==> config.mk <==
export PLATFORM = sky130hd
export DESIGN_NAME = bad_pixel_mask_classifier
export DESIGN_NICKNAME = d
export VERILOG_FILES = /design/src/hdl/bpmc_pkg.sv /design/src/hdl/bpmc_cfg.sv /design/src/hdl/bpmc_flag.sv /design/src/hdl/bad_pixel_mask_classifier.sv
export SDC_FILE = /design/constraint.sdc
export NUM_CORES = 1
export LEC_CHECK = 0
export ABC_AREA = 1
export ABC_CLOCK_PERIOD_IN_PS = 10000
export BUFFER_PORTS_ARGS = -buffer_cell sky130_fd_sc_hd__buf_2
export CORE_ASPECT_RATIO = 0.6
export CORE_MARGIN = 3
export CORE_UTILIZATION = 55
export CTS_CLUSTER_SIZE = 10
export DETAILED_ROUTE_END_ITERATION = 8
export PLACE_DENSITY = 0.8
export SETUP_SLACK_MARGIN = 0.4
export SLEW_MARGIN = 25
export SYNTH_ARGS = -nofsm -noshare
export SYNTH_HDL_FRONTEND = slang
export SYNTH_SLANG_ARGS = --single-unit
==> constraint.sdc <==
create_clock -name clk -period 10 [get_ports clk]
set_input_delay 1 -clock clk [delete_from_list [all_inputs] [get_ports clk]]
set_output_delay 1 -clock clk [all_outputs]
set_load 0.005 [all_outputs]
==> src/hdl/bpmc_pkg.sv <==
// Shared types, codes and constants for the bad pixel mask classifier.
package bpmc_pkg;

  // Default widths of the pixel fields
  localparam int SAMPLE_BITS_DEF = 32;
  localparam int COORD_BITS_DEF  = 16;

  // Fixed field widths of the register set
  localparam int COORD_W_MAX = 16;
  localparam int THR_W       = 32;
  localparam int EDGE_W      = 16;
  localparam int CFG_IDX_W   = 3;
  localparam int CFG_DATA_W  = 64;
  localparam int FRAC_BITS   = 8;

  // Result word: is_bad in tdata, cause in tuser
  localparam int OUT_TDATA_W = 8;
  localparam int CAUSE_W     = 3;

  typedef enum logic [CFG_IDX_W-1:0] {
    CFG_PANEL_BAD   = 3'd0,
    CFG_FLAG_MODE_A = 3'd1,
    CFG_FLAG_VAL_A  = 3'd2,
    CFG_FLAG_MODE_B = 3'd3,
    CFG_FLAG_VAL_B  = 3'd4,
    CFG_EDGE_WIDTH  = 3'd5,
    CFG_PANEL_SIZE  = 3'd6,
    CFG_REGION      = 3'd7
  } cfg_idx_t;

  typedef enum logic [1:0] {
    FLAG_NONE = 2'd0,
    FLAG_LT   = 2'd1,
    FLAG_GT   = 2'd2,
    FLAG_EQ   = 2'd3
  } flag_mode_t;

  typedef enum logic [CAUSE_W-1:0] {
    CAUSE_GOOD   = 3'd0,
    CAUSE_PRIOR  = 3'd1,
    CAUSE_PANEL  = 3'd2,
    CAUSE_FLAG   = 3'd3,
    CAUSE_EDGE   = 3'd4,
    CAUSE_REGION = 3'd5
  } cause_t;

  // Live register set; coordinate fields hold the low COORD_BITS, zero-extended
  typedef struct packed {
    logic                          panel_bad;
    flag_mode_t                    mode_a;
    logic signed [THR_W-1:0]       thr_a;
    flag_mode_t                    mode_b;
    logic signed [THR_W-1:0]       thr_b;
    logic [EDGE_W-1:0]             edge_w;
    logic [COORD_W_MAX-1:0]        width;
    logic [COORD_W_MAX-1:0]        height;
    logic [COORD_W_MAX-1:0]        min_fs;
    logic [COORD_W_MAX-1:0]        max_fs;
    logic [COORD_W_MAX-1:0]        min_ss;
    logic [COORD_W_MAX-1:0]        max_ss;
  } cfg_t;

endpackage

==> src/hdl/bpmc_cfg.sv <==
// Configuration register file of the bad pixel mask classifier.
module bpmc_cfg
  import bpmc_pkg::*;
#(
  parameter int COORD_BITS = COORD_BITS_DEF
) (
  input  logic                  clk,
  input  logic                  rst_n,
  input  logic                  cfg_valid,
  output logic                  cfg_ready,
  input  logic [CFG_IDX_W-1:0]  cfg_index,
  input  logic [CFG_DATA_W-1:0] cfg_data,
  output cfg_t                  cfg
);

  logic                    panel_bad_r;
  flag_mode_t              mode_a_r;
  logic [THR_W-1:0]        thr_a_r;
  flag_mode_t              mode_b_r;
  logic [THR_W-1:0]        thr_b_r;
  logic [EDGE_W-1:0]       edge_w_r;
  logic [COORD_BITS-1:0]   width_r;
  logic [COORD_BITS-1:0]   height_r;
  logic [COORD_BITS-1:0]   min_fs_r;
  logic [COORD_BITS-1:0]   max_fs_r;
  logic [COORD_BITS-1:0]   min_ss_r;
  logic [COORD_BITS-1:0]   max_ss_r;

  assign cfg_ready = 1'b1;

  always_ff @(posedge clk) begin
    if (!rst_n) begin
      panel_bad_r <= 1'b0;
      mode_a_r    <= FLAG_NONE;
      thr_a_r     <= '0;
      mode_b_r    <= FLAG_NONE;
      thr_b_r     <= '0;
      edge_w_r    <= '0;
      width_r     <= '0;
      height_r    <= '0;
      // empty region: min_fs above max_fs
      min_fs_r    <= '1;
      max_fs_r    <= '0;
      min_ss_r    <= '0;
      max_ss_r    <= '0;
    end else if (cfg_valid) begin
      unique case (cfg_index)
        CFG_PANEL_BAD:   panel_bad_r <= cfg_data[0];
        CFG_FLAG_MODE_A: mode_a_r    <= flag_mode_t'(cfg_data[1:0]);
        CFG_FLAG_VAL_A:  thr_a_r     <= cfg_data[THR_W-1:0];
        CFG_FLAG_MODE_B: mode_b_r    <= flag_mode_t'(cfg_data[1:0]);
        CFG_FLAG_VAL_B:  thr_b_r     <= cfg_data[THR_W-1:0];
        CFG_EDGE_WIDTH:  edge_w_r    <= cfg_data[EDGE_W-1:0];
        CFG_PANEL_SIZE: begin
          width_r  <= cfg_data[COORD_BITS-1:0];
          height_r <= cfg_data[16 +: COORD_BITS];
        end
        CFG_REGION: begin
          min_fs_r <= cfg_data[COORD_BITS-1:0];
          max_fs_r <= cfg_data[16 +: COORD_BITS];
          min_ss_r <= cfg_data[32 +: COORD_BITS];
          max_ss_r <= cfg_data[48 +: COORD_BITS];
        end
        default: ;
      endcase
    end
  end

  always_comb begin
    cfg.panel_bad = panel_bad_r;
    cfg.mode_a    = mode_a_r;
    cfg.thr_a     = thr_a_r;
    cfg.mode_b    = mode_b_r;
    cfg.thr_b     = thr_b_r;
    cfg.edge_w    = edge_w_r;
    cfg.width     = COORD_W_MAX'(width_r);
    cfg.height    = COORD_W_MAX'(height_r);
    cfg.min_fs    = COORD_W_MAX'(min_fs_r);
    cfg.max_fs    = COORD_W_MAX'(max_fs_r);
    cfg.min_ss    = COORD_W_MAX'(min_ss_r);
    cfg.max_ss    = COORD_W_MAX'(max_ss_r);
  end

endmodule

==> src/hdl/bpmc_flag.sv <==
// One flag slot test: less than, more than, or equal after round-half-even.
module bpmc_flag
  import bpmc_pkg::*;
#(
  parameter int SAMPLE_BITS = SAMPLE_BITS_DEF
) (
  input  flag_mode_t                     mode,
  input  logic signed [THR_W-1:0]        thr,
  input  logic signed [SAMPLE_BITS-1:0]  sample,
  output logic                           hit
);

  localparam int CMP_W = (SAMPLE_BITS > THR_W) ? SAMPLE_BITS : THR_W;
  localparam int Q_W   = CMP_W - FRAC_BITS;

  logic signed [CMP_W-1:0] s_x;
  logic signed [CMP_W-1:0] t_x;
  logic [FRAC_BITS-1:0]    frac;
  logic [Q_W-1:0]          q;
  logic                    inc;
  logic [Q_W:0]            rq;
  logic [Q_W:0]            tq;
  logic                    eq;

  assign s_x  = CMP_W'(sample);
  assign t_x  = CMP_W'(thr);
  assign frac = s_x[FRAC_BITS-1:0];
  assign q    = s_x[CMP_W-1:FRAC_BITS];
  // round up above one half, and at one half only from an odd integer
  assign inc  = (frac > 8'd128) || ((frac == 8'd128) && q[0]);
  assign rq   = {q[Q_W-1], q} + (Q_W+1)'(inc);
  assign tq   = {t_x[CMP_W-1], t_x[CMP_W-1:FRAC_BITS]};
  // a threshold with a fraction never equals a rounded sample
  assign eq   = (t_x[FRAC_BITS-1:0] == '0) && (rq == tq);

  always_comb begin
    unique case (mode)
      FLAG_LT: hit = s_x < t_x;
      FLAG_GT: hit = s_x > t_x;
      FLAG_EQ: hit = eq;
      default: hit = 1'b0;
    endcase
  end

endmodule

==> src/hdl/bad_pixel_mask_classifier.sv <==
// Top level of the bad pixel mask classifier: register file and pixel pipeline.
//
// Each input word is one pixel of a panel; each pixel gives exactly one result
// word: is_bad and a cause code (prior mark, bad panel, flag slot hit, border
// edge, bad region, else good), the first match in that order winning. One pixel
// is accepted every clock cycle while out_tready does not stall the pipeline. The
// pixel passes four register stages (input register, test stage, distance
// reduction, output register) before its result word is presented on the output.
// A stall on out_tready backs the pipeline up without loss.
// The register file takes a write every cycle and must only be written while
// no pixel is in flight. Panel size, region bounds and the flag thresholds
// take effect for the next pixel accepted after the write.
module bad_pixel_mask_classifier
  import bpmc_pkg::*;
#(
  parameter int SAMPLE_BITS = SAMPLE_BITS_DEF,
  parameter int COORD_BITS  = COORD_BITS_DEF
) (
  input  logic                  clk,
  input  logic                  rst_n,
  // pixel words
  input  logic                  in_tvalid,
  output logic                  in_tready,
  // fast_coord, slow_coord, sample (low bit up), zero padded to bytes
  input  logic [((2*COORD_BITS+SAMPLE_BITS+7)/8)*8-1:0] in_tdata,
  // prior_bad
  input  logic                  in_tuser,
  // result words
  output logic                  out_tvalid,
  input  logic                  out_tready,
  // is_bad, zero padded to a byte
  output logic [OUT_TDATA_W-1:0] out_tdata,
  // cause
  output logic [CAUSE_W-1:0]    out_tuser,
  // register writes
  input  logic                  cfg_valid,
  output logic                  cfg_ready,
  input  logic [CFG_IDX_W-1:0]  cfg_index,
  input  logic [CFG_DATA_W-1:0] cfg_data
);

  localparam int C = COORD_BITS;

  cfg_t cfg;

  bpmc_cfg #(
    .COORD_BITS(COORD_BITS)
  ) u_cfg (
    .clk       (clk),
    .rst_n     (rst_n),
    .cfg_valid (cfg_valid),
    .cfg_ready (cfg_ready),
    .cfg_index (cfg_index),
    .cfg_data  (cfg_data),
    .cfg       (cfg)
  );

  logic [C-1:0] w;
  logic [C-1:0] h;
  assign w = cfg.width[C-1:0];
  assign h = cfg.height[C-1:0];

  // Stage valids and the backward ready chain
  logic va_r, vb_r, vc_r, vd_r;
  logic rdy_b, rdy_c, rdy_d;

  assign rdy_d     = !vd_r || out_tready;
  assign rdy_c     = !vc_r || rdy_d;
  assign rdy_b     = !vb_r || rdy_c;
  assign in_tready = !va_r || rdy_b;

  always_ff @(posedge clk) begin
    if (!rst_n) begin
      va_r <= 1'b0;
      vb_r <= 1'b0;
      vc_r <= 1'b0;
      vd_r <= 1'b0;
    end else begin
      if (in_tready) va_r <= in_tvalid;
      if (rdy_b)     vb_r <= va_r;
      if (rdy_c)     vc_r <= vb_r;
      if (rdy_d)     vd_r <= vc_r;
    end
  end

  // Stage A: capture the pixel word
  logic [C-1:0]                  fs_a_r;
  logic [C-1:0]                  ss_a_r;
  logic signed [SAMPLE_BITS-1:0] smp_a_r;
  logic                          prior_a_r;

  always_ff @(posedge clk) begin
    if (in_tready && in_tvalid) begin
      fs_a_r    <= in_tdata[C-1:0];
      ss_a_r    <= in_tdata[C +: C];
      smp_a_r   <= in_tdata[2*C +: SAMPLE_BITS];
      prior_a_r <= in_tuser;
    end
  end

  // Stage B: flag slots, border distances, clamped edge width, region test
  logic hit_a, hit_b;

  bpmc_flag #(.SAMPLE_BITS(SAMPLE_BITS)) u_flag_a (
    .mode   (cfg.mode_a),
    .thr    (cfg.thr_a),
    .sample (smp_a_r),
    .hit    (hit_a)
  );

  bpmc_flag #(.SAMPLE_BITS(SAMPLE_BITS)) u_flag_b (
    .mode   (cfg.mode_b),
    .thr    (cfg.thr_b),
    .sample (smp_a_r),
    .hit    (hit_b)
  );

  logic              inside_a;
  logic [EDGE_W-1:0] e_w1;
  logic [EDGE_W-1:0] e_w2;
  logic              region_a;

  always_comb begin
    inside_a = (fs_a_r < w) && (ss_a_r < h);
    // clamp against width first, then height
    if (cfg.edge_w > EDGE_W'(w)) e_w1 = EDGE_W'(w >> 1) + EDGE_W'(1);
    else                         e_w1 = cfg.edge_w;
    if (e_w1 > EDGE_W'(h))       e_w2 = EDGE_W'(h >> 1) + EDGE_W'(1);
    else                         e_w2 = e_w1;
    // a region reaching outside the panel is ignored
    region_a = (cfg.max_fs[C-1:0] < w) && (cfg.max_ss[C-1:0] < h)
            && (fs_a_r >= cfg.min_fs[C-1:0]) && (fs_a_r <= cfg.max_fs[C-1:0])
            && (ss_a_r >= cfg.min_ss[C-1:0]) && (ss_a_r <= cfg.max_ss[C-1:0]);
  end

  logic              prior_b_r;
  logic              flag_b_r;
  logic              edge_on_b_r;
  logic              region_b_r;
  logic [EDGE_W-1:0] e_b_r;
  logic [C-1:0]      fs_b_r, ss_b_r, dw_b_r, dh_b_r;

  always_ff @(posedge clk) begin
    if (rdy_b) begin
      prior_b_r   <= prior_a_r;
      flag_b_r    <= hit_a || hit_b;
      edge_on_b_r <= (cfg.edge_w != '0) && inside_a;
      region_b_r  <= region_a;
      e_b_r       <= e_w2;
      fs_b_r      <= fs_a_r;
      ss_b_r      <= ss_a_r;
      // only meaningful for a pixel inside the panel
      dw_b_r      <= w - C'(1) - fs_a_r;
      dh_b_r      <= h - C'(1) - ss_a_r;
    end
  end

  // Stage C: first level of the nearest-border minimum
  logic              prior_c_r;
  logic              flag_c_r;
  logic              edge_on_c_r;
  logic              region_c_r;
  logic [EDGE_W-1:0] e_c_r;
  logic [C-1:0]      m1_c_r, m2_c_r;

  always_ff @(posedge clk) begin
    if (rdy_c) begin
      prior_c_r   <= prior_b_r;
      flag_c_r    <= flag_b_r;
      edge_on_c_r <= edge_on_b_r;
      region_c_r  <= region_b_r;
      e_c_r       <= e_b_r;
      m1_c_r      <= (fs_b_r < ss_b_r) ? fs_b_r : ss_b_r;
      m2_c_r      <= (dw_b_r < dh_b_r) ? dw_b_r : dh_b_r;
    end
  end

  // Stage D: last minimum, edge compare, cause priority into the output register
  logic [C-1:0] d_c;
  logic         edge_hit_c;
  cause_t       cause_c;

  always_comb begin
    d_c        = (m1_c_r < m2_c_r) ? m1_c_r : m2_c_r;
    edge_hit_c = edge_on_c_r && (EDGE_W'(d_c) < e_c_r);
    if (prior_c_r)            cause_c = CAUSE_PRIOR;
    else if (cfg.panel_bad)   cause_c = CAUSE_PANEL;
    else if (flag_c_r)        cause_c = CAUSE_FLAG;
    else if (edge_hit_c)      cause_c = CAUSE_EDGE;
    else if (region_c_r)      cause_c = CAUSE_REGION;
    else                      cause_c = CAUSE_GOOD;
  end

  cause_t cause_d_r;

  always_ff @(posedge clk) begin
    if (rdy_d) cause_d_r <= cause_c;
  end

  assign out_tvalid = vd_r;
  assign out_tuser  = cause_d_r;
  assign out_tdata  = OUT_TDATA_W'(cause_d_r != CAUSE_GOOD);

  // is_bad and cause agree on every result word
  a_bad_matches_cause: assert property (@(posedge clk) disable iff (!rst_n)
    out_tvalid |-> (out_tdata[0] == (out_tuser != CAUSE_GOOD)))
    else $error("is_bad disagrees with cause");

  // no cause code beyond the region code
  a_cause_range: assert property (@(posedge clk) disable iff (!rst_n)
    out_tvalid |-> (out_tuser <= CAUSE_REGION))
    else $error("cause code out of range");

  // a held pixel in the input stage is not dropped
  a_stage_a_holds: assert property (@(posedge clk) disable iff (!rst_n)
    (va_r && !rdy_b) |=> va_r)
    else $error("input stage lost a pixel");

  // a bad panel overrides every test except the prior mark
  a_panel_wins: assert property (@(posedge clk) disable iff (!rst_n)
    (vc_r && rdy_d && !prior_c_r && cfg.panel_bad) |=> (out_tuser == CAUSE_PANEL))
    else $error("bad panel not reported");

endmodule
==> flow_summary.rst, run 1 <==
.. list-table::
   :header-rows: 1

   * - Metric
     - Value
   * - Result of the run
     - complete, no violations
   * - Routed wire length
     - 71.2 mm
   * - Ratio of final minimum period to clock period
     - 53.0%
   * - Most used flip-flop cell after synthesis
     - edfxtp_1
   * - Setup TNS Final
     - 0 ns
   * - Registers with the most flip-flops
     - smp_a_r: 32 flops, u_cfg.thr_a_r: 32 flops, u_cfg.thr_b_r: 32 flops
   * - Final hold violation count
     - 0
   * - Pre-antenna DRT Iters
     - 8
   * - Minimum clock period after layout
     - 5.30 ns
   * - CTS tree
     - done
   * - Routed length per instance
     - 21.5 um
   * - Antenna violations before repair
     - 4
   * - Number of flip-flops and latches in the synthesized netlist
     - 389
   * - Core area
     - 0.0408 mm2
   * - Arr. time, crit path
     - 5.57 ns
   * - Cell count after synthesis
     - 2596
   * - Via count of the first global-routing pass
     - 18079
   * - Path type of the worst min-delay path
     - reg -> reg
   * - Max_cap viols
     - 0
   * - Leakage
     - 0.0112 uW
   * - Start-to-end type of the worst setup path
     - reg -> reg
   * - DIE AREA
     - 0.0442 mm2
   * - Register clock-pin slew on the reported worst setup and hold paths
     - 0.06 ns
   * - CTS Hold Bufs
     - 0
   * - Setup slack after layout
     - 4.70 ns
   * - Number of placed instances, taps included
     - 3240
   * - Kind of start point of the critical path
     - register
   * - Slew at the pin closest to its max-slew limit
     - 0.994 ns
   * - Fraction of layout cells with a size suffix above 1
     - 8.60%
   * - Sequential-to-total area share from yosys stat
     - 42.9%
   * - DRT antenna net count
     - 0
   * - Net count, final
     - 3181
   * - Pwr dens
     - 173 mW/mm2
   * - Setup repair bufs after CTS
     - 0
   * - Total of cells resized after clock tree synthesis
     - 0
   * - Max-slew headroom
     - 33.6%
   * - Worst endpoint required time
     - 10.28 ns
   * - Number of antenna repair diodes
     - 0
   * - Average footprint of a synthesized cell
     - 8.82 um2
   * - Share of flip-flops with an asynchronous set or reset
     - 0%
   * - DR vias/cell
     - 5.93
   * - Critical-path maximum fanout
     - 28
   * - Number of buffers added on ports
     - 142
   * - Number of top-level pins
     - 151
   * - Die Width
     - 269 um
   * - Max Slew Vio Count
     - 0
   * - TritonCTS Sinks
     - 389
   * - Layout area overhead
     - 11.2%
   * - Yosys warns
     - 0
   * - Clk Tree Root Cell
     - clkbuf_16
   * - Overall fraction of global-route tracks in use
     - 31.9%
   * - Setup slack, reg-to-reg
     - 4.70 ns
   * - Clock latency at the later pin of the worst-skew pair
     - 0.57 ns
   * - Sum of internal, switching and leakage power
     - 4420 uW
   * - Die Y-Extent
     - 164 um
   * - Number of cells in the finished layout apart from fillers
     - 3317
   * - Number of CTS-inserted buffers
     - 45
   * - Final-report setup violation count
     - 0
   * - Maximum clock frequency
     - 189 MHz
   * - Crit end category
     - register
   * - Maximum clock skew at final layout
     - 0.0209 ns
   * - Starting utilization of the core area
     - 56.1%
   * - Placed wire-length estimate after detailed placement
     - 54.4 mm
   * - Cell Area, Synth
     - 0.0229 mm2
   * - Utilization after layout
     - 62.4%
   * - H-tree depth
     - 2
   * - Vias after detailed routing
     - 19659
   * - Pre-CTS WS
     - 4.95 ns
   * - DRC marker count from the first detailed-route iteration
     - 2642
   * - Number of DRC violations after detailed routing
     - 0
   * - Global-route congestion overflow total
     - 0
   * - Setup repair after global routing missed its margin
     - no
   * - First-pass GRT wire length
     - 107 mm
   * - Maximum vdd drop
     - 0.138 mV
   * - Number of enable-type register cells in the synthesized netlist
     - 204
   * - Maximum number of pins on one net before global-route repair
     - 112
   * - Buffers from clock root to sink, at most
     - 3
   * - Number of unique standard cell types used by synthesis
     - 47
   * - RD Place Congestion
     - 1.00
   * - Row count
     - 57
==> through the flow <==
| stage | area (um2) | hold WS [ns] |
|---|---|---|
| 4_1_cts | 25500 | 0.424 |
| 3_5_place_dp | 24100 | 0.408 |
| 3_3_place_gp | 24100 | 0.404 |
| 2_1_floorplan | 22900 | 0.400 |
| 5_1_grt | 25500 | 0.428 |
| 6_report | 25500 | 0.421 |
==> routing by layer <==
layer  routed length (um)  vias to the layer above  GRT usage, %
met5                   59                        -             0
met4                 1840                        6          8.03
met3                 9840                      146          8.67
met2                27500                     1111          43.9
met1                31900                     9225          48.9
li1                     -                     9171             -
==> worst paths after layout <==
kind	from	end	cells after the start
worst max-delay path	u_cfg.width_r[1]	e_b_r[8]	20
worst min-delay path	region_b_r	region_c_r	0
worst max register to register	u_cfg.width_r[1]	e_b_r[8]	20
worst min register to register	region_b_r	region_c_r	0
==> power by group <==
group / switching (uW) / total [uW] / internal (uW)
clock: 659 / 1540 / 886
combinational: 590 / 909 / 319
sequential: 115 / 1960 / 1850
==> logic make-up (layout without fill, tap and decap cells) <==
group	count (synthesis)	in the layout	share of synthesized area (%)
other	2	8	0.0328
adders and majority gates	317	317	17.4
xor gates and xnor gates	104	104	4.04
buffers and inverters	446	601	7.45
DFF	389	389	42.9
AOI/OAI and AO/OA	695	695	16.0
and+or+nand+nor	643	643	12.2
==> cell type report <==
| class | count | area (um2) |
|---|---|---|
| Inverter | 372 | 1400 |
| Tap cell | 560 | 701 |
| Clock inverter | 1 | 8.76 |
| Sequential cell | 389 | 9830 |
| Timing Repair Buffer | 152 | 792 |
| Fill cell | 3406 | 15300 |
| Multi-Input combinational cell | 1767 | 11400 |
| Clock buffer | 76 | 1320 |
==> placed cells by master (no fill, tap or decap), drive strengths merged, types with 14 or more instances in the layout <==
cell type,n
nor3,46
o21ai,259
nor4,14
xnor2,18
edfxtp,204
nand4,39
a21oi,368
a211oi,14
ha,315
dfxtp,185
nand3,67
buf,152
nor2,174
xor2,86
inv,367
nand2,296
clkbuf,76
==> cells in the mapped netlist (all sizes together), types with 46 or more instances <==
| cell type | instances | share of area (%) |
|---|---|---|
| clkbuf | 64 | 1.0 |
| nor3 | 46 | 1.2 |
| dfxtp | 185 | 16 |
| xor2 | 86 | 3.3 |
| o21ai | 259 | 5.7 |
| inv | 367 | 6.0 |
| ha | 315 | 17 |
| nor2 | 174 | 3.0 |
| nand3 | 67 | 1.5 |
| a21oi | 368 | 8.0 |
| nand2 | 296 | 4.9 |
| edfxtp | 204 | 27 |
==> critical path, stage by stage (launching register included) <==
cell      delay, ns
dfxtp_1        0.42
inv_1          0.19
ha_1           0.36
a21oi_1        0.16
o21a_1         0.12
o221ai_1       0.21
nand2_1        0.14
o211ai_1       0.09
nand2_1        0.63
inv_1          0.26
o21ai_0        0.37
inv_1          0.08
ha_1           0.30
a21oi_1        0.13
nor2_1         0.05
a211oi_1       0.26
o211ai_1       0.14
nand2_1        0.43
inv_1          0.38
nor2_1         0.22
a31oi_1        0.07
(Power assumes the default switching activity.)
==> run 2: changes to the inputs <==
- ABC_CLOCK_PERIOD_IN_PS: 10000 -> 5150
- clock period: 10 -> 5.15 ns (I/O delays scaled with it)
==> run 2 against run 1 <==
  * Register-to-register slack worse by 3.8 ns
  * Maximum frequency increased by 26%
  * Count of clock-buffer cells in the layout stayed put
  * Largest cell class unchanged
  * Utilization about the same
==> flow_summary.rst, run 2 (synthesized netlist as in run 1, its figures left out) <==
.. list-table::
   :header-rows: 1

   * - Metric
     - Value
   * - First-pass GRT wire length
     - 108 mm (+0.53%)
   * - Arr. time, crit path
     - 4.53 ns (-1.04 ns)
   * - Setup repair bufs after CTS
     - 0 (unchanged)
   * - Max Slew Vio Count
     - 0 (unchanged)
   * - Maximum vdd drop
     - 0.234 mV (+69%)
   * - Layout area overhead
     - 11.2% (about the same)
   * - TritonCTS Sinks
     - 389 (unchanged)
   * - Final hold violation count
     - 0 (unchanged)
   * - RD Place Congestion
     - 0.980 (-2.0%)
   * - Leakage
     - 0.0112 uW (about the same)
   * - Worst endpoint required time
     - 5.48 ns (-4.80 ns)
   * - Final-report setup violation count
     - 0 (unchanged)
   * - Placed wire-length estimate after detailed placement
     - 54.8 mm (+0.63%)
   * - Count of buffer and inverter cells on the critical path
     - 5 (+1)
   * - Worst Reg-to-Reg Cells
     - 21 (+5.0%)
   * - Worst reg2reg startpoint
     - u_cfg.width_r[1]
   * - DIE AREA
     - 0.0442 mm2 (unchanged)
   * - Clk Tree Root Cell
     - clkbuf_16
   * - Number of antenna repair diodes
     - 0 (unchanged)
   * - Clock latency at the later pin of the worst-skew pair
     - 0.57 ns (about the same)
   * - Fill count
     - 3447 (+1.2%)
   * - Max-slew headroom
     - 15.4% (-18 points)
   * - Utilization after layout
     - 62.4% (about the same)
   * - Minimum clock period after layout
     - 4.20 ns (-1.09 ns)
   * - Setup slack, reg-to-reg
     - 0.95 ns (-3.76 ns)
   * - FF-to-FF End
     - e_b_r[15]
   * - Core area
     - 0.0408 mm2 (unchanged)
   * - Setup slack after layout
     - 0.948 ns (-3.76 ns)
   * - Max_cap viols
     - 0 (unchanged)
   * - Critical path startpoint
     - u_cfg.width_r[1]
   * - Crit end category
     - register
   * - CTS tree
     - done
   * - Row count
     - 57 (unchanged)
   * - Die Y-Extent
     - 164 um (unchanged)
   * - Number of buffers added on ports
     - 142 (unchanged)
   * - Path type of the worst min-delay path
     - in -> reg
   * - Maximum clock skew at final layout
     - 0.0170 ns (-0.00392 ns)
   * - Starting utilization of the core area
     - 56.1% (unchanged)
   * - Start-to-end type of the worst setup path
     - reg -> reg
   * - Slew at the pin closest to its max-slew limit
     - 1.24 ns (+0.243 ns)
   * - Largest delay contributor family on the critical path
     - compound AO/OA/AOI/OAI gates
   * - Register clock-pin slew on the reported worst setup and hold paths
     - 0.06 ns (about the same)
   * - Maximum number of pins on one net before global-route repair
     - 76 (-32%)
   * - DRC marker count from the first detailed-route iteration
     - 2474 (-6.4%)
   * - End point of the critical path
     - e_b_r[15]
   * - CTS Hold Bufs
     - 0 (unchanged)
   * - DRT antenna net count
     - 0 (unchanged)
   * - Cells traversed along the worst timing path
     - inv_1 -> ha_1 -> a21oi_1 -> o21a_1 -> o221ai_1 -> nand2_1 -> o211ai_1 -> nand2_1 -> inv_1 -> o21ai_0 -> inv_1 -> ha_1 -> nand4_1 -> nor3_1 -> nand2_1 -> o211ai_1 -> nand2_1 -> inv_1 -> buf_4 -> o31ai_1 -> o21a_1
   * - Setup TNS Final
     - 0 ns (unchanged)
   * - H-tree depth
     - 2 (unchanged)
   * - Most frequent cells in the layout
     - 368 x a21oi_1, 361 x inv_1, 315 x ha_1, 289 x nand2_1, 254 x o21ai_0
   * - Pre-CTS WS
     - 1.05 ns (-3.89 ns)
   * - Ratio of final minimum period to clock period
     - 81.6% (+29 points)
   * - Most common cell after layout, fill and taps aside
     - a21oi_1
   * - Pwr dens
     - 335 mW/mm2 (+93%)
   * - Result of the run
     - complete, no violations
   * - Registers with the most flip-flops
     - smp_a_r: 32 flops, u_cfg.thr_a_r: 32 flops, u_cfg.thr_b_r: 32 flops
   * - Number of DRC violations after detailed routing
     - 0 (unchanged)
   * - Number of CTS-inserted buffers
     - 44 (-2.2%)
   * - Maximum clock frequency
     - 238 MHz (+26%)
   * - Global-route congestion overflow total
     - 0 (unchanged)
   * - Sum of internal, switching and leakage power
     - 8530 uW (+93%)
   * - Vias after detailed routing
     - 19512 (-0.75%)
   * - Pre-antenna DRT Iters
     - 6 (-2)
   * - Overall fraction of global-route tracks in use
     - 32.0% (+0.13 points)
   * - Via count of the first global-routing pass
     - 18467 (+2.1%)
   * - Critical-path maximum fanout
     - 11 (-61%)
   * - Total of cells resized after clock tree synthesis
     - 0 (unchanged)
   * - Net count, final
     - 3187 (+0.19%)
   * - DR vias/cell
     - 5.87 (-0.96%)
   * - Largest stage delay, worst path
     - 0.41 ns (-0.22 ns)
   * - Number of top-level pins
     - 151 (unchanged)
   * - Kind of start point of the critical path
     - register
   * - Routed wire length
     - 71.4 mm (+0.32%)
   * - Cell with the biggest individual delay on the critical path
     - dfxtp_1
   * - Fraction of layout cells with a size suffix above 1
     - 8.72% (+0.12 points)
   * - Setup repair after global routing missed its margin
     - no
   * - Buffers from clock root to sink, at most
     - 3 (unchanged)
   * - Number of cells on the critical path
     - 21 (+5.0%)
   * - Die Width
     - 269 um (unchanged)
   * - Routed length per instance
     - 21.5 um (+0.10%)
   * - Antenna violations before repair
     - 5 (+1)
[run 2: layer usage]
| layer | share of wire, % | GRT usage, % |
|---|---|---|
| met1 | 45 | 48.1 |
| met2 | 39 | 44.6 |
| met3 | 13 | 9.04 |
| met4 | 2.6 | 9.06 |
| met5 | 0.12 | 0 |
[run 2: power breakdown]
group / internal (uW) / switching [uW] / total [uW]
Clock: 1650 / 1270 / 2930
Sequential: 3590 / 212 / 3800
Combinational: 652 / 1150 / 1810
Total: 5890 / 2640 / 8530
[run 2: cell type report]
| type | instances | area [um2] | area share [%] |
|---|---|---|---|
| well taps | 560 | 701 | 2.75 |
| flip-flops and latches | 389 | 9830 | 38.6 |
| clock inverters | 1 | 16.3 | 0.0639 |
| clock buffers | 76 | 1260 | 4.96 |
| repair buffers | 159 | 841 | 3.30 |
| inverters | 372 | 1400 | 5.50 |
| multi-input cells | 1767 | 11400 | 44.8 |
[run 2: worst register-to-register path: cells and delay by family, from the launching register on]
kind | cells | cell delay, ns
AOI/OAI and AO/OA | 8 | 1.25
and+or+nand+nor | 6 | 0.95
DFF | 1 | 0.41
adders and majority gates | 2 | 0.65
buffers and inverters | 5 | 0.70
[run 2: worst min-delay path by stage]
stage                      start           to  slack (ns)  cells after the start
floorplan               e_b_r[0]     e_c_r[0]        0.40                      0
global placement       prior_a_r    prior_b_r        0.40                      0
detailed placement     prior_a_r    prior_b_r        0.42                      0
CTS                 in_tdata[46]  smp_a_r[14]        0.11                      1
global route        in_tdata[12]   fs_a_r[12]        0.11                      1
finish              in_tdata[37]   smp_a_r[5]        0.12                      1
[run 2: through the flow]
step	hold WS [ns]	instance area, um2	cells
6_report	0.124	25500	3324
5_1_grt	0.106	25500	3324
4_1_cts	0.107	25500	3324
3_5_place_dp	0.417	24200	3247
3_3_place_gp	0.402	24200	3247
2_1_floorplan	0.400	22900	2602
==> run 3: changes to the inputs <==
- ABC_CLOCK_PERIOD_IN_PS: 5150 -> 4250
- clock period: 5.15 -> 4.25 ns (I/O delays scaled with it)
==> run 3 against run 2 <==
  * Total power is 23% higher
  * Hold slack worse by 0.10 ns
  * Utilization is 0.99 points higher
  * Sequential share of layout area is 0.54 points lower
  * Sequential power is 22% higher
  * First-iteration DRC count is 2.5% higher
  * Final area is 1.6% higher
  * Via count is 0.25% higher
  * Register-to-register slack worse by 0.37 ns
  * Global-route usage is 0.28 points higher
  * Count of clock-buffer cells in the layout is 1 lower
  * Critical path type unchanged
  * Largest power group unchanged
==> flow_summary.rst, run 3 (synthesized netlist as in run 1, its figures left out) <==
.. list-table::
   :header-rows: 1

   * - Metric
     - Value
   * - DRT antenna net count
     - 0 (unchanged)
   * - Layout area overhead
     - 13.0%
   * - Register clock-pin slew on the reported worst setup and hold paths
     - 0.06 ns (about the same)
   * - Clk Tree Root Cell
     - clkbuf_16
   * - Via count of the first global-routing pass
     - 18280 (-1.0%)
   * - RD Place Congestion
     - 1.01 (+2.6%)
   * - Routed wire length
     - 72.3 mm (+1.3%)
   * - DRC marker count from the first detailed-route iteration
     - 2535 (+2.5%)
   * - Die Width
     - 269 um (unchanged)
   * - Number of placed instances, taps included
     - 3261 (+0.43%)
   * - Result of the run
     - complete, no violations
   * - Worst reg2reg startpoint
     - u_cfg.width_r[3]
   * - Final hold violation count
     - 0 (unchanged)
   * - Clock latency at the later pin of the worst-skew pair
     - 0.57 ns (about the same)
   * - Number of cells in the finished layout apart from fillers
     - 3348 (+0.72%)
   * - Registers with the most flip-flops
     - smp_a_r: 32 flops, u_cfg.thr_a_r: 32 flops, u_cfg.thr_b_r: 32 flops
   * - Worst endpoint required time
     - 4.62 ns (-0.86 ns)
   * - Net count, final
     - 3211 (+0.75%)
   * - Number of antenna repair diodes
     - 0 (unchanged)
   * - Overall fraction of global-route tracks in use
     - 32.3% (+0.28 points)
   * - Number of DRC violations after detailed routing
     - 0 (unchanged)
   * - Largest stage delay, worst path
     - 0.36 ns (-0.05 ns)
   * - Core area
     - 0.0408 mm2 (unchanged)
   * - Maximum vdd drop
     - 0.265 mV (+13%)
   * - Setup TNS Final
     - 0 ns (unchanged)
   * - Vias after detailed routing
     - 19560 (+0.25%)
   * - Ratio of final minimum period to clock period
     - 86.5% (+4.9 points)
   * - Pwr dens
     - 407 mW/mm2 (+22%)
   * - Die Y-Extent
     - 164 um (unchanged)
   * - Max_cap viols
     - 0 (unchanged)
   * - Maximum clock frequency
     - 272 MHz (+14%)
   * - DIE AREA
     - 0.0442 mm2 (unchanged)
   * - Minimum clock period after layout
     - 3.67 ns (-0.527 ns)
   * - Arr. time, crit path
     - 4.05 ns (-0.48 ns)
   * - Worst Hold Launch
     - in_tdata[32]
   * - Routed length per instance
     - 21.6 um (+0.54%)
   * - Cells traversed along the worst timing path
     - inv_2 -> ha_4 -> nand2_1 -> o21a_1 -> o221ai_2 -> nand2_1 -> o211ai_1 -> nand2_2 -> buf_4 -> nand2_1 -> o21ai_0 -> ha_1 -> nand4_1 -> nor3_2 -> nand2_1 -> o211ai_1 -> nand2_1 -> buf_6 -> o31ai_1
   * - Antenna violations before repair
     - 0 (-5)
   * - Leakage
     - 0.0114 uW (+2.1%)
   * - Hold Worst Slack
     - 0.0196 ns (-0.104 ns)
   * - Placed wire-length estimate after detailed placement
     - 55.4 mm (+1.1%)
   * - Pre-CTS WS
     - 0.241 ns (-0.810 ns)
   * - Number of buffers added on ports
     - 142 (unchanged)
   * - Most common cell after layout, fill and taps aside
     - a21oi_1
   * - Number of top-level pins
     - 151 (unchanged)
   * - Fraction of layout cells with a size suffix above 1
     - 11.0% (+2.3 points)
   * - Maximum clock skew at final layout
     - 0.0271 ns (+0.0101 ns)
   * - CTS tree
     - done
   * - Max-slew headroom
     - 27.0% (+12 points)
   * - Global-route congestion overflow total
     - 0 (unchanged)
   * - Start-to-end type of the worst setup path
     - reg -> reg
   * - Utilization after layout
     - 63.4% (+0.99 points)
   * - Number of CTS-inserted buffers
     - 45 (+2.3%)
   * - Setup slack after layout
     - 0.576 ns (-0.373 ns)
   * - Critical path startpoint
     - u_cfg.width_r[3]
   * - Setup repair after global routing missed its margin
     - no
   * - Path type of the worst min-delay path
     - in -> reg
   * - Most frequent cells in the layout
     - 366 x a21oi_1, 351 x inv_1, 313 x ha_1, 289 x nand2_1, 242 x o21ai_0
   * - Max Slew Vio Count
     - 0 (unchanged)
   * - Cell with the biggest individual delay on the critical path
     - dfxtp_4
   * - CP dominant cell by count
     - nand2_1
   * - Fill count
     - 3378 (-2.0%)
   * - Row count
     - 57 (unchanged)
   * - Critical-path maximum fanout
     - 17 (+6)
   * - First-pass GRT wire length
     - 109 mm (+0.73%)
   * - Buffers from clock root to sink, at most
     - 3 (unchanged)
   * - Final-report setup violation count
     - 0 (unchanged)
   * - Starting utilization of the core area
     - 56.1% (unchanged)
   * - Maximum number of pins on one net before global-route repair
     - 84 (+11%)
   * - TritonCTS Sinks
     - 389 (unchanged)
   * - Kind of start point of the critical path
     - register
   * - DR vias/cell
     - 5.84 (-0.47%)
   * - Pre-antenna DRT Iters
     - 6 (unchanged)
   * - H-tree depth
     - 2 (unchanged)
   * - Crit end category
     - register
   * - Slew at the pin closest to its max-slew limit
     - 1.09 ns (-0.151 ns)
[run 3: cell types whose count changed in the layout (fill, tap and decap cells not counted), moves of 7 or more]
| cell | change |
|---|---|
| inv_1 | -10 |
| o21ai_0 | -12 |
| dfxtp_1 | -9 |
| buf_4 | +18 |
| dfxtp_2 | +7 |
| o21ai_1 | +8 |
| inv_2 | +9 |
[run 3: what timing repair did]
action                                 in CTS  in global routing
hold buffers                                0                  0
resized for setup                           4                 58
endpoints found under the hold margin       0                  0
buffers inserted                            0                  7
setup endpoints to repair                  16                 16
pin swaps                                   0                 21
gates cloned                                0                  2
[run 3: layer usage]
metal / vias up / part of all wire [%] / track usage, %
met5: - / 0 / 0
met4: 0 / 1.9 / 6.82
met3: 117 / 15 / 11.7
met2: 1115 / 38 / 44.0
met1: 9084 / 45 / 48.6
li1: 9244 / - / -
[run 3: path summary, 6_finish.rpt]
kind | to | slack, ns | depth (start not counted)
worst max-delay path | e_b_r[6] | 0.58 | 19
worst min-delay path | smp_a_r[0] | 0.02 | 1
worst max register to register | e_b_r[6] | 0.58 | 19
worst min register to register | edge_on_c_r | 0.43 | 0
[run 3: critical path: cells and delay by family, from the launching register on]
kind            cells  cell delay, ns
flops               1            0.36
fa+ha+maj           2            0.61
buf+inv             3            0.47
simple gates        8            0.97
compound gates      6            1.06
[run 3: through the flow]
step | cell area, um2 | power (uW)
6_report | 25900 | 10500
5_1_grt | 25900 | 11000
4_1_cts | 25600 | 10400
3_5_place_dp | 24300 | 6820
3_3_place_gp | 24300 | 6720
2_1_floorplan | 23000 | 6000
[run 3: where the power goes]
part | total (uW) | internal (uW) | switching [uW]
clock | 3590 | 2010 | 1580
sequential | 4620 | 4350 | 269
combinational | 2330 | 876 | 1450
total | 10500 | 7230 | 3300
[run 3: layout make-up]
type / count / area [um2] / area share (%)
Clock inverter: 3 / 26.3 / 0.102
Multi-Input combinational cell: 1767 / 11600 / 44.7
Timing Repair Buffer: 182 / 1080 / 4.16
Clock buffer: 75 / 1260 / 4.87
Inverter: 372 / 1400 / 5.43
Tap cell: 560 / 701 / 2.71
Sequential cell: 389 / 9850 / 38.1
